`src/rtl/core/u2d_pkg.sv`:
```
// Shared types and byte-class constants for the UTF-8 to UCS-2 decoder.
`default_nettype none

package u2d_pkg;

  // Byte classification masks and patterns
  localparam logic [7:0] TOP_MASK    = 8'h80;
  localparam logic [7:0] LEAD2_MASK  = 8'he0;
  localparam logic [7:0] LEAD2_PAT   = 8'hc0;
  localparam logic [7:0] LEAD3_MASK  = 8'hf0;
  localparam logic [7:0] LEAD3_PAT   = 8'he0;
  localparam logic [7:0] CONT_MASK   = 8'hc0;
  localparam logic [7:0] CONT_PAT    = 8'h80;
  localparam logic [7:0] LEAD2_DATA  = 8'h1f;
  localparam logic [7:0] LEAD3_DATA  = 8'h0f;
  localparam logic [7:0] CONT_DATA   = 8'h3f;
  localparam logic [7:0] TAB_CHAR    = 8'd9;
  localparam logic [7:0] SPACE_CHAR  = 8'h20;

  // Payload bytes still owed to a multi-byte character
  localparam logic [1:0] PEND_NONE = 2'd0;
  localparam logic [1:0] PEND_ONE  = 2'd1;
  localparam logic [1:0] PEND_TWO  = 2'd2;

  typedef struct packed {
    logic [7:0] text_byte;
    logic       end_of_text;
  } item_t;

  typedef struct packed {
    logic        emit;
    logic [15:0] code_point;
  } result_t;

  typedef struct packed {
    logic [1:0] bytes_pending;
    logic       skipping;
  } dec_stat_t;

endpackage

`default_nettype wire

```
`src/rtl/core/utf8_to_ucs2_decoder.sv`:
```
// Path: a byte passes the input register, then the result register, before out_valid rises.
// Throughput: one byte per unstalled cycle; decode of each byte is one pass of logic against state.
// A byte that completes no character takes its cycle and leaves no result.
// Reset: synchronous, active-low rst_n clears both valid flags and all decoder state.
// in_stall rises only while a request is held and the result register is stalled.
`default_nettype none

module utf8_to_ucs2_decoder (
  input  wire logic        clk,
  input  wire logic        rst_n,
  input  wire logic        in_valid,
  output logic             in_stall,
  input  wire logic [7:0]  in_text_byte,
  input  wire logic        in_end_of_text,
  output logic             out_valid,
  input  wire logic        out_stall,
  output logic [15:0]      out_code_point
);

  logic                s1_valid_r;
  u2d_pkg::item_t      s1_item_r;
  logic                s1_adv;
  logic                out_open;
  logic                out_valid_r;
  logic [15:0]         out_code_point_r;
  u2d_pkg::result_t    dec_res;
  u2d_pkg::dec_stat_t  dec_stat;

  assign out_open = !out_valid_r || !out_stall;
  assign s1_adv   = s1_valid_r && out_open;
  assign in_stall = s1_valid_r && !out_open;

  // Input register: load when the held request moves on or is empty
  always_ff @(posedge clk) begin
    if (!rst_n) begin
      s1_valid_r <= 1'b0;
    end else if (!in_stall) begin
      s1_valid_r <= in_valid;
    end
  end

  always_ff @(posedge clk) begin
    if (!in_stall) begin
      s1_item_r.text_byte   <= in_text_byte;
      s1_item_r.end_of_text <= in_end_of_text;
    end
  end

  u2d_decode u_decode (
    .clk   (clk),
    .rst_n (rst_n),
    .adv   (s1_adv),
    .item  (s1_item_r),
    .res   (dec_res),
    .stat  (dec_stat)
  );

  // Result register: refill whenever the downstream side takes or is empty
  always_ff @(posedge clk) begin
    if (!rst_n) begin
      out_valid_r <= 1'b0;
    end else if (out_open) begin
      out_valid_r <= s1_valid_r && dec_res.emit;
    end
  end

  always_ff @(posedge clk) begin
    if (out_open && s1_valid_r && dec_res.emit) begin
      out_code_point_r <= dec_res.code_point;
    end
  end

  assign out_valid      = out_valid_r;
  assign out_code_point = out_code_point_r;

`ifndef SYNTHESIS
  a_pend_range: assert property (@(posedge clk) disable iff (!rst_n)
    dec_stat.bytes_pending != 2'd3)
    else $error("bytes_pending holds an impossible count");

  a_eot_clears: assert property (@(posedge clk) disable iff (!rst_n)
    (s1_adv && s1_item_r.end_of_text) |=>
      (dec_stat.bytes_pending == u2d_pkg::PEND_NONE && !dec_stat.skipping))
    else $error("end of text did not clear decoder state");

  a_stall_cause: assert property (@(posedge clk) disable iff (!rst_n)
    in_stall |-> (out_valid && out_stall && s1_valid_r))
    else $error("input stalled without a stalled result");

  a_skip_pend: assert property (@(posedge clk) disable iff (!rst_n)
    dec_stat.skipping |-> (dec_stat.bytes_pending == u2d_pkg::PEND_NONE))
    else $error("skipping while a character is pending");
`endif

endmodule

`default_nettype wire

```
`src/rtl/core/u2d_decode.sv`:
```
// Decoder state and combinational byte decode logic.
`default_nettype none

module u2d_decode (
  input  wire logic              clk,
  input  wire logic              rst_n,
  input  wire logic              adv,
  input  wire u2d_pkg::item_t    item,
  output u2d_pkg::result_t       res,
  output u2d_pkg::dec_stat_t     stat
);

  logic [1:0]  bytes_pending_r, bytes_pending_nxt;
  logic [15:0] partial_value_r, partial_value_nxt;
  logic        skipping_r, skipping_nxt;
  logic [7:0]  b;

  assign b = item.text_byte;

  // Decode one byte against the current state
  always_comb begin
    bytes_pending_nxt = bytes_pending_r;
    partial_value_nxt = partial_value_r;
    skipping_nxt      = skipping_r;
    res.emit          = 1'b0;
    res.code_point    = partial_value_r;

    if (bytes_pending_r != u2d_pkg::PEND_NONE) begin
      partial_value_nxt = {partial_value_r[9:0], b[5:0]};
      bytes_pending_nxt = bytes_pending_r - 2'd1;
      res.emit          = (bytes_pending_r == u2d_pkg::PEND_ONE);
      res.code_point    = {partial_value_r[9:0], b[5:0]};
    end else if (skipping_r && ((b & u2d_pkg::CONT_MASK) == u2d_pkg::CONT_PAT)) begin
      // drop continuation of an unsupported sequence
    end else begin
      skipping_nxt = 1'b0;
      if ((b & u2d_pkg::TOP_MASK) == 8'h00) begin
        res.emit       = 1'b1;
        res.code_point = {8'h00, (b == u2d_pkg::TAB_CHAR) ? u2d_pkg::SPACE_CHAR : b};
      end else if ((b & u2d_pkg::LEAD2_MASK) == u2d_pkg::LEAD2_PAT) begin
        partial_value_nxt = {8'h00, b & u2d_pkg::LEAD2_DATA};
        bytes_pending_nxt = u2d_pkg::PEND_ONE;
      end else if ((b & u2d_pkg::LEAD3_MASK) == u2d_pkg::LEAD3_PAT) begin
        partial_value_nxt = {8'h00, b & u2d_pkg::LEAD3_DATA};
        bytes_pending_nxt = u2d_pkg::PEND_TWO;
      end else begin
        skipping_nxt = 1'b1;
      end
    end

    // Clear all state after the last byte of the text
    if (item.end_of_text) begin
      bytes_pending_nxt = u2d_pkg::PEND_NONE;
      partial_value_nxt = 16'h0000;
      skipping_nxt      = 1'b0;
    end
  end

  // Advance state when the request moves on
  always_ff @(posedge clk) begin
    if (!rst_n) begin
      bytes_pending_r <= u2d_pkg::PEND_NONE;
      partial_value_r <= 16'h0000;
      skipping_r      <= 1'b0;
    end else if (adv) begin
      bytes_pending_r <= bytes_pending_nxt;
      partial_value_r <= partial_value_nxt;
      skipping_r      <= skipping_nxt;
    end
  end

  assign stat.bytes_pending = bytes_pending_r;
  assign stat.skipping      = skipping_r;

endmodule

`default_nettype wire

```
`config.mk`:
```
export PLATFORM = sky130hd
export DESIGN_NAME = utf8_to_ucs2_decoder
export DESIGN_NICKNAME = d
export VERILOG_FILES = /design/src/rtl/core/u2d_pkg.sv /design/src/rtl/core/utf8_to_ucs2_decoder.sv /design/src/rtl/core/u2d_decode.sv
export SDC_FILE = /design/constraint.sdc
export NUM_CORES = 1
export LEC_CHECK = 0
export BUFFER_PORTS_ARGS = -buffer_cell sky130_fd_sc_hd__clkbuf_2
export CORE_ASPECT_RATIO = 1.25
export CORE_MARGIN = 2
export CORE_UTILIZATION = 54
export CTS_CLUSTER_DIAMETER = 120
export DETAILED_ROUTE_END_ITERATION = 6
export PLACE_DENSITY = 0.8
export SLEW_MARGIN = 25
export SYNTH_ARGS = -nofsm -noshare
export SYNTH_HDL_FRONTEND = slang
export SYNTH_HIERARCHICAL = 1
export SYNTH_SLANG_ARGS = --single-unit
```
`constraint.sdc`:
```
create_clock -name clk -period 3.1 [get_ports clk]
set_input_delay 0.62 -clock clk [delete_from_list [all_inputs] [get_ports clk]]
set_output_delay 0.62 -clock clk [all_outputs]
set_load 0.01 [all_outputs]
```
Yosys cells after proc, flatten, opt, wreduce, memory -nomap -nowiden
Cells that the tools add are included.
W data, S select, Z words.
{"block": "word_totals", "reg_bits": 46, "in_bits": 13, "word_cells": 54, "out_inout_bits": 18}
{"block": "classes", "eq_ne": 9, "n_reduce_logical": 14, "n_mux": 22, "addsub": 1}
{"op": "$mux W16", "n": 6}
{"op": "$mux W17", "n": 3}
{"op": "$mux W2", "n": 6}
{"op": "$eq A8 B4 Y1 const B", "n": 1}
{"op": "$logic_not A8 Y1", "n": 1}
{"op": "$mux W8", "n": 1}
{"op": "$mux W1", "n": 6}
{"op": "$ne A3 B2 Y1 const B", "n": 2}
{"op": "$logic_and A1 B1 Y1", "n": 5}
{"op": "$eq A4 B4 Y1 const B", "n": 1}
{"op": "$ne A2 B2 Y1 const B", "n": 2}
{"op": "$reduce_and A4 Y1", "n": 1}
{"op": "$reduce_bool A4 Y1", "n": 1}
{"op": "$eq A3 B3 Y1 const B", "n": 1}
{"op": "$logic_not A1 Y1", "n": 3}
{"op": "$reduce_and A3 Y1", "n": 1}
{"op": "$eq A2 B1 Y1 const B", "n": 1}
{"op": "$eq A2 B2 Y1 const B", "n": 1}
{"op": "$reduce_bool A2 Y1", "n": 1}
{"op": "$sub A2 B1 Y2 const B", "n": 1}
{"op": "$logic_or A1 B1 Y1", "n": 1}

Depth between registers and ports, before layout
{"block": "logic_depth", "word_depth": 7, "depth_mapped": 7, "depth_no_buf": 6}

Hierarchy
The synthesis kept the hierarchy.
{"module": "u2d_decode", "area_each_um2": 1034.7, "seq_area_each_um2": 380.4, "instances": 1, "cells_per_inst": 129}
{"module": "utf8_to_ucs2_decoder", "area_each_um2": 838.3, "seq_area_each_um2": 790.8, "instances": 1, "cells_per_inst": 35}

Worst setup path before layout
OpenSTA, ideal clock, no wires.
{"block": "synth_path", "path_kind": "reg2reg", "start": "reg s1_item_r[8] in the netlist's numbering", "end": "reg out_code_point_r[0], in the netlist out_code_point[0], enable pin", "period_less_slack_ps": 2179, "path_slack_ps": 921, "path_stages_with_launch": 6, "n_path_buf": 2, "required_ps": 2706, "setup_time_ps": 394, "arrival_time_ps": 1785, "path_cell_list": "edfxtp_1 > clkbuf_1 > buf_1 > a21oi_1 > nand2_1 > a21oi_1"}
{"item": "from (decl)", "line": "utf8_to_ucs2_decoder.sv:21", "text": "u2d_pkg::item_t s1_item_r;"}
{"item": "to (signal assigned)", "line": "utf8_to_ucs2_decoder.sv:69", "text": "out_code_point_r <= dec_res.code_point;"}
{"item": "to (decl)", "line": "utf8_to_ucs2_decoder.sv:25", "text": "logic [15:0] out_code_point_r;"}

==> run metrics <==
# setup viols final 0; Post-Syn Area per Cell between 10 and 15 sq um; IO Pins 31; leakage 0.000850 uW; clock share of power 0.319; antenna-violating nets left 0; Worst setup EP type flop; r2r setup slk 1.10 ns; placer's final routability congestion estimate 0.825; worst r2r src u_decode/bytes_pending_r[1]; Mapped Nets between 150 and 200; CTS Buffer Depth 2; Yosys warning count 6; Rows 23; VDD IR-drop max approximately 0.39 mV; post-CTS resize count 0; worst hold-check path type in2reg; number of port buffers 30; Max-Slew Margin vs Limit 0.482; Vias around 1.3k; post-layout minimum cycle time ~2 ns; CTS tree built; CP startpoint kind flop; P_int approximately 830 uW; wire length of the first global-routing pass ~5600 um; area of the multi-input gates approximately 600 sq um; initial core utilization 0.567; drt drc 0; logic gate share of total power 0.070; Num Clock Sinks between 40 and 50; Final Cycle Share 0.647; critical path class reg2reg; GRT Overall Usage 0.189; Clock Skew approximately 0.0033 ns; Hold Startpoint in_text_byte[3]; RSZ-0062 raised after global routing no; P_sw about 250 uW; via/cell ratio ~5.6; Post-CTS Setup Repair Bufs 0; reg2reg end out_code_point[4]; H-Tree Depth 2; Die Span Y a little under 70 um; final wirelength approximately 3300 um; largest net degree at the start of global routing 17; Remaining Overflow, GRT 0; number of global-route vias before repair around 1.2k; Worst Path Arrival just over 2 ns; share of cells above drive strength 1 0.298; Critical Path RT 3.15 ns; Synth Cell Area ~1800 sq um; Layout area overhead 13.5%; Core Region 3220 sq um; Worst Tran Pin Value 0.774 ns; register area 1150 sq um; status completed; DP HPWL 2420 um; max cap viols 0; final hold vios 0; Die W about 56 um; Power Density 522 nW/um^2; # diodes 0; Avg WL per Cell 14.8 um; FILL cells 259; Num CTS Buffers 5; Clock Tree Root clkbuf_8; maximum clock rate approximately 500 MHz; DR pass1 iterations 4; Final TNS setup 0 ns; Reg2Reg Depth 3; DIE AREA 3870 sq um; Worst-path clk slew approximately 0.080 ns; Slew Viols, Final 0; initial antenna violation count 0; First DRT Iteration DRCs between 50 and 60; Worst Hold End s1_item_r[4]; Final Util 0.643; sequential share of power 0.611; Final #Nets 200; net switching share of the total power 0.231; Clock Latency Late Sink approximately 0.30 ns; Mapped Cells approximately 160; Hold Buf Count CTS 0; CP max FO 12; number of cells on the worst hold path 1
## cell usage in the layout, fill, tap and decap left out, types with 2 or more instances in the layout
master and count:
o21ai_0 2, inv_1 2, clkbuf_2 30, clkbuf_8 5, mux2i_1 3, nand3_1 9
edfxtp_1 25, a22o_2 9, clkinv_2 2, o22ai_1 4, and2_1 2, dfxtp_1 20
nand2b_1 3, buf_4 2, nor2_1 6, a22o_1 2, nand2_1 35, a21oi_1 4
o21a_1 2, mux2_2 3
## routing by layer
layer / up-vias / wire, um / GRT usage / part of all wire
met5: - / 0 / 0 / 0
met4: 0 / 46 / 0.0873 / 0.014
met1: 577 / 1300 / 0.200 / 0.39
li1: 623 / - / - / -
met3: 5 / 166 / 0.0619 / 0.050
met2: 48 / 1820 / 0.332 / 0.55
## final cells by class
cell class	count	area share
well taps	37	0.0223
clock inverters	3	0.00845
multi-input cells	100	0.296
clock buffers	5	0.0332
flip-flops and latches	45	0.555
repair buffers	32	0.0797
inverters	3	0.00543
## flip-flops by register name (all words and copies together) (netlist names)
name                      count
s1_valid_r                    1
u_decode/partial_value_r     16
u_decode/bytes_pending_r      2
s1_item_r                     9
out_valid                     1
out_code_point               16
## power groups by stage
stage / clock network [uW] / registers (uW) / logic, uW
3_3_place_gp: 0 / 675 / 72.4
3_5_place_dp: 0 / 675 / 75.2
2_1_floorplan: 0 / 672 / 55.0
6_report: 346 / 662 / 75.6
4_1_cts: 356 / 662 / 75.6
5_1_grt: 395 / 664 / 82.6
## critical path, cell delays in order, from the launching register on
cell and delay, ns:
dfxtp_1 0.35, nor2_1 0.62, and2_1 0.40, mux2_2 0.39
## metrics by stage
step | worst slack, ns | power (uW) | instances | cell area [sq um] | hold slack (ns)
floorplan | 0.936 | 727 | 158 | 1830 | 0.454
global placement | 1.22 | 747 | 217 | 1990 | 0.465
detailed placement | 1.15 | 751 | 217 | 1990 | 0.473
CTS | 1.12 | 1090 | 225 | 2070 | 0.480
global route | 1.02 | 1140 | 225 | 2070 | 0.466
finish | 1.10 | 1080 | 225 | 2070 | 0.493
## worst max-delay path by stage
stage / start / to / slack (ns) / cells after the start
6_report: u_decode/bytes_pending_r[1] / out_code_point[4] / 1.10 / 3
5_1_grt: u_decode/bytes_pending_r[1] / out_code_point[4] / 1.02 / 3
4_1_cts: u_decode/bytes_pending_r[1] / out_code_point[4] / 1.12 / 3
3_5_place_dp: u_decode/bytes_pending_r[1] / out_code_point[4] / 1.15 / 3
3_3_place_gp: u_decode/bytes_pending_r[1] / out_code_point[2] / 1.22 / 3
2_1_floorplan: s1_item_r[8] / out_code_point[0] / 0.94 / 5
(Power assumes the default switching activity.)
